**config.mk**
```make
export PLATFORM = sky130hd
export DESIGN_NAME = trzb_ctrl
export DESIGN_NICKNAME = d
export VERILOG_FILES = /design/src/rtl/trzb_pkg.sv /design/src/rtl/trzb_ctrl.sv
export SDC_FILE = /design/constraint.sdc
export NUM_CORES = 1
export LEC_CHECK = 0
export CAP_MARGIN = 10
export CORE_MARGIN = 8
export CORE_UTILIZATION = 30
export DETAILED_ROUTE_END_ITERATION = 7
export DONT_BUFFER_PORTS = 1
export MAX_ROUTING_LAYER = met4
export PLACE_DENSITY = 0.53
export SLEW_MARGIN = 40
export SYNTH_ARGS = -nofsm -noshare
export SYNTH_HDL_FRONTEND = slang
export SYNTH_SLANG_ARGS = --single-unit
```
**constraint.sdc**
```tcl
create_clock -name clock -period 2.8 [get_ports clock]
set_clock_uncertainty 0.2 [all_clocks]
set_input_delay 0.56 -clock clock [delete_from_list [all_inputs] [get_ports clock]]
set_output_delay 0.56 -clock clock [all_outputs]
set_load 0.02 [all_outputs]
```
**src/rtl/trzb_pkg.sv**
```systemverilog
// ----------------------------------------------------------------------------
// trzb_pkg: shared types and constants of the triangle rasteriser
// widths of the request fields, action codes, controller states and the
// command / status groups between controller and datapath
// ----------------------------------------------------------------------------
package trzb_pkg;

   localparam int REQ_DATA_W = 160;
   localparam int RSP_DATA_W = 24;
   localparam int ACTION_W   = 2;
   localparam int COORD_W    = 12;
   localparam int DEPTH_W    = 16;
   localparam int COLOR_W    = 24;
   localparam int INDEX_W    = 16;
   localparam int BOX_W      = 11;   // pixel coordinate, holds up to 2047
   localparam int STEP_W     = 13;   // edge slope, signed vertex difference
   localparam int EDGE_W     = 28;   // signed edge value
   localparam int MAG_W      = 27;   // edge magnitude
   localparam int SUM_W      = 29;   // sum of three magnitudes
   localparam int ACC_W      = 45;   // weighted depth sum
   localparam int SDEPTH_W   = 17;   // stored sample depth
   localparam int SAMPLE_W   = SDEPTH_W + COLOR_W;
   localparam int QUO_W      = 16;

   localparam logic [SDEPTH_W-1:0] DEPTH_FAR = '1;

   typedef enum logic [ACTION_W-1:0] {
      ACT_CLEAR = 2'd0,
      ACT_DRAW  = 2'd1,
      ACT_READ  = 2'd2
   } action_type;

   typedef enum logic [3:0] {
      ST_BOOT_CLEAR,
      ST_IDLE,
      ST_CLEAR,
      ST_BOX,
      ST_SETUP,
      ST_TEST,
      ST_MAC,
      ST_DIV,
      ST_UPDATE,
      ST_RESOLVE,
      ST_STEP,
      ST_READ,
      ST_FINISH
   } state_type;

   typedef struct packed {
      logic load_req;
      logic clr_write;
      logic box;
      logic setup;
      logic test;
      logic mac;
      logic div;
      logic update;
      logic resolve;
      logic step;
      logic res_read;
      logic load_rsp;
   } cmd_type;

   typedef struct packed {
      logic clr_last;
      logic box_empty;
      logic setup_last;
      logic covered;
      logic mac_last;
      logic div_last;
      logic sample_last;
      logic walk_last;
   } status_type;

endpackage

```
**src/rtl/trzb_ctrl.sv**
```systemverilog
// ----------------------------------------------------------------------------
// trzb_ctrl: sequencing state machine
// runs the clear sweep, the per-sample draw sequence, reads and the
// request / response handshake
// ----------------------------------------------------------------------------
module trzb_ctrl (
   input  logic                  clock,
   input  logic                  reset,
   input  logic                  req_tvalid,
   input  trzb_pkg::action_type  req_action,
   output logic                  req_tready,
   output logic                  rsp_tvalid,
   input  logic                  rsp_tready,
   input  trzb_pkg::status_type  status,
   output trzb_pkg::cmd_type     cmd
);

   trzb_pkg::state_type state_ff, state_in;
   logic                rsp_valid_ff, rsp_valid_in;
   logic                rsp_free;

   assign rsp_free   = !rsp_valid_ff || rsp_tready;
   assign rsp_tvalid = rsp_valid_ff;

   // next state
   always_comb begin
      state_in = state_ff;
      case (state_ff)
         trzb_pkg::ST_BOOT_CLEAR: begin
            if (status.clr_last) state_in = trzb_pkg::ST_IDLE;
         end
         trzb_pkg::ST_IDLE: begin
            if (req_tvalid) begin
               case (req_action)
                  trzb_pkg::ACT_CLEAR: state_in = trzb_pkg::ST_CLEAR;
                  trzb_pkg::ACT_DRAW:  state_in = trzb_pkg::ST_BOX;
                  trzb_pkg::ACT_READ:  state_in = trzb_pkg::ST_READ;
                  default:             state_in = trzb_pkg::ST_IDLE;
               endcase
            end
         end
         trzb_pkg::ST_CLEAR: begin
            if (status.clr_last) state_in = trzb_pkg::ST_FINISH;
         end
         trzb_pkg::ST_BOX: state_in = trzb_pkg::ST_SETUP;
         trzb_pkg::ST_SETUP: begin
            if (status.box_empty)       state_in = trzb_pkg::ST_FINISH;
            else if (status.setup_last) state_in = trzb_pkg::ST_TEST;
         end
         trzb_pkg::ST_TEST: begin
            state_in = status.covered ? trzb_pkg::ST_MAC : trzb_pkg::ST_UPDATE;
         end
         trzb_pkg::ST_MAC: begin
            if (status.mac_last) state_in = trzb_pkg::ST_DIV;
         end
         trzb_pkg::ST_DIV: begin
            if (status.div_last) state_in = trzb_pkg::ST_UPDATE;
         end
         trzb_pkg::ST_UPDATE: begin
            state_in = status.sample_last ? trzb_pkg::ST_RESOLVE : trzb_pkg::ST_TEST;
         end
         trzb_pkg::ST_RESOLVE: state_in = trzb_pkg::ST_STEP;
         trzb_pkg::ST_STEP: begin
            state_in = status.walk_last ? trzb_pkg::ST_FINISH : trzb_pkg::ST_TEST;
         end
         trzb_pkg::ST_READ: state_in = trzb_pkg::ST_FINISH;
         trzb_pkg::ST_FINISH: begin
            if (rsp_free) state_in = trzb_pkg::ST_IDLE;
         end
         default: state_in = trzb_pkg::ST_IDLE;
      endcase
   end

   // commands
   always_comb begin
      cmd        = '0;
      req_tready = 1'b0;
      case (state_ff)
         trzb_pkg::ST_BOOT_CLEAR: cmd.clr_write = 1'b1;
         trzb_pkg::ST_IDLE: begin
            req_tready   = 1'b1;
            cmd.load_req = req_tvalid;
         end
         trzb_pkg::ST_CLEAR:   cmd.clr_write = 1'b1;
         trzb_pkg::ST_BOX:     cmd.box       = 1'b1;
         trzb_pkg::ST_SETUP:   cmd.setup     = !status.box_empty;
         trzb_pkg::ST_TEST:    cmd.test      = 1'b1;
         trzb_pkg::ST_MAC:     cmd.mac       = 1'b1;
         trzb_pkg::ST_DIV:     cmd.div       = 1'b1;
         trzb_pkg::ST_UPDATE:  cmd.update    = 1'b1;
         trzb_pkg::ST_RESOLVE: cmd.resolve   = 1'b1;
         trzb_pkg::ST_STEP:    cmd.step      = !status.walk_last;
         trzb_pkg::ST_READ:    cmd.res_read  = 1'b1;
         trzb_pkg::ST_FINISH:  cmd.load_rsp  = rsp_free;
         default:              cmd           = '0;
      endcase
   end

   always_comb begin
      if (cmd.load_rsp)  rsp_valid_in = 1'b1;
      else if (rsp_tready) rsp_valid_in = 1'b0;
      else               rsp_valid_in = rsp_valid_ff;
   end

   always_ff @(posedge clock) begin
      if (reset) begin
         state_ff     <= trzb_pkg::ST_BOOT_CLEAR;
         rsp_valid_ff <= 1'b0;
      end else begin
         state_ff     <= state_in;
         rsp_valid_ff <= rsp_valid_in;
      end
   end

endmodule

```
# Word-level counts from Yosys, hierarchy flattened
# Index checks and enable logic that the tools add are counted.
# word_totals
reg_bits	5
in_bits	14
out_inout_bits	14
wordCells	60
# classes
n_eq_ne	21
n_mux	28
reduce_logical	9
# op_table
op	n
$pmux 4 s13	1
$mux 4	11
$eq 4x4->1 const B	5
$eq 4x3->1 const B	4
$mux 1	15
$ne 2x2->1 const B	6
$pmux 4 s3	1
$eq 4x2->1 const B	2
$reduce_and 7->1	1
$eq 4x1->1 const B	1
$logic_not 4->1	1
$logic_not 1->1	3
$ne 3x3->1 const B	1
$eq 2x1->1 const B	1
$eq 2x2->1 const B	1
$logic_not 2->1	1
$reduce_bool 2->1	1
$reduce_or 2->1	1
$logic_or 1x1->1	1

# Logic depth before layout (Yosys ltp)
# logic_depth
depth_word	4
ltp_mapped	6

# Worst setup path before layout
# Ideal clock, no wire load.
# synth_timing
path_kind	reg-to-output
start	reg state_ff[1]
end	out cmd[11] in the netlist's numbering
arrival_ns	1.476
required_time_ns	2.040
path_slack_ns	0.564
stages_incl_launch_ff	5
n_path_buf	2
cell_sequence	dfxtp_1 > buf_4 > clkbuf_1 > nor3_1 > and2_1
# synth_rtl
item	line_no	source
from (decl)	trzb_ctrl.sv:18	trzb_pkg::state_type state_ff, state_in;
from (signal assigned)	trzb_ctrl.sv:107	state_ff <= trzb_pkg::ST_BOOT_CLEAR;
from (signal assigned)	trzb_ctrl.sv:110	state_ff <= state_in;
to (decl)	trzb_ctrl.sv:15	output trzb_pkg::cmd_type cmd

==> qor.yml <==
status: "finished, final reports clean"
path_clk_slew_ps: 50
critPathMaxFanout: 16
fin_crit_sh_pct: 85.21
final_hold_viol_count: 0
antenna_left: 0
clock_sinks: 5
dp.final_hpwl_um: 1290
drt-total-wl_um: 1751
portBuffers: 0
routabilityCongestion: 0.8021
worst_pin_slew_ps: 662.2
fmax_mhz: 419.1
grt_pass1_vias: 592
slowest_delay_ps: 600
numCtsBuffers: 3
fin_crit_ps: 2386
tns_ps: 0
cts_setup_buffers: 0
async_flop_share_pct: 0
fill_cells: 223
slowest_stage: "dfxtp_1"
syn_to_final_growth_pct: 8.298
max-vdd-ir-drop_uv: 195.2
ios: 28
cp_cell_sequence: "nand2b_1 > nor3_1 > and2_1"
synth-edff-count: 0
drt_pass1_iterations: 4
post_cts_resized: 0
final_common_cell: "nor2_1"
routedWlPerCell_um: 15.36
die_x_um: 60.28
critPathRequiredTime_ps: 2040
syn-num-nets: 100
synth.distinct_cells: 31
grt_pass1_wl_um: 2794
htree_levels: 1
start_kind: "register"
finalSetupViolCount: 0
layout_common_cells: "nor2_1 (14), o21ai_0 (9), nor2b_1 (6)"
synth_top_area_share_pct: 17.02
finalPower_uw: 418.5
grt_usage_pct: 10.41
crit_arrival_ps: 1630
ys_seq_area_share_pct: 17.02
final_util_pct: 33.49
viasPerCell: 5.412
coreArea_um2: 1902
ys_seq_elements: 5
holdCritPathClass: "input pin to register"
power_density_nw_per_um2: 657.1
slew_viol_final: 0
root_buffer: "clkbuf_4"
yosysTopAreaCell: "dfxtp_1"
vias: 617
ys.flop_type: "dfxtp_1"
rows: 16
synthCells: 86
first_iter_violations: 17
yosys_warnings: 0
overflow: 0
cap_violations: 0
rsz0062_at_grt: "no"
num-nets-final: 102
end_kind: "output pin"
die_y_um: 60.28
avgSynthCellArea_um2: 6.838
ys_top_cells_by_area: "dfxtp_1 (17%), nor2_1 (8.9%), o21ai_0 (7.7%), nor2b_1 (6.4%), nand2b_1 (5.3%)"
initial_core_util_pct: 30.92
p_leak_nw: 0.2026
hold_buffers: 0
antenna_found_initial: 0
drive_above_1_share_pct: 13.79
drc_errors: 0
maxSlewHeadroom_pct: 55.51
clockBufferDepth: 2
clk_latency_ps: 250
dieArea_um2: 3633
tritoncts: "done"
path_class: "register to output pin"
netlist_area_um2: 588.1
n_antenna_cell: 0
grt_max_degree: 20
-- path summary, 6_finish.rpt --
check / start / to / slack [ps] / depth (start not counted)
max: state_ff[0] / cmd[11] / 410 / 3
min: reset / rsp_tvalid / 180 / 1
max reg2reg: state_ff[0] / state_ff[0] / 800 / 6
min reg2reg: rsp_tvalid / rsp_tvalid / 480 / 2
-- report_power, final --
group          leakage, nW  switching, mW  internal [mW]
Combinational        0.147          0.110         0.0916
Clock               0.0150         0.0325         0.0541
Sequential          0.0408         0.0474         0.0828
Total                0.203          0.190          0.228
-- cell families after synthesis --
| kind of cell | count (synthesis) | synth area share (%) |
|---|---|---|
| compound gates | 22 | 23.19 |
| buf+inv | 10 | 9.572 |
| flops | 5 | 17.02 |
| mux | 2 | 4.255 |
| simple gates | 47 | 45.96 |
-- metrics by stage --
step	instance area (um^2)	cells	setup slack, ps	hold slack (ps)
after global placement	610.6	110	696.7	432.7
after floorplan	588.1	86	564.0	397.9
after global routing	636.9	114	251.1	159.4
after detailed placement	610.6	110	660.9	432.6
final	636.9	114	414.0	175.6
after CTS	636.9	114	390.9	168.7
-- Yosys cell counts, types with 2 or more instances --
master,instances
nand2b_1,5
nor2_1,14
a21oi_1,5
nand2_1,5
nor3_1,5
a221oi_1,2
o21ai_0,9
nand3b_1,2
buf_2,3
nor4_1,2
nor3b_1,2
inv_1,2
dfxtp_1,5
buf_4,2
nor2b_1,6
o21ai_1,2
-- area by class of cell --
class | count | area, um^2 | area share [%]
sequential | 5 | 100.1 | 15.72
timing repair buffer | 5 | 37.54 | 5.894
multi-input combinational | 71 | 431.7 | 67.78
clock buffer | 4 | 26.28 | 4.126
tap | 27 | 33.78 | 5.305
inverter | 2 | 7.507 | 1.179
-- layer usage --
layer / GRT usage [%] / routed length, um / vias up
li1: - / - / 308
met1: 13.21 / 864 / 284
met2: 14.02 / 746 / 25
met3: 4.946 / 140 / 0
met4: 3.061 / 0 / 0
met5: - / 0 / -
-- critical path, delay by kind of cell (launching register included) --
family           cells  cell delay (ps)
flip-flops           1              600
AND/OR/NAND/NOR      3              780
-- registers in the layout (all words and copies together), names as in the netlist --
register and flops:
rsp_tvalid 1, state_ff 4
Power figures use the tool's default switching activity.
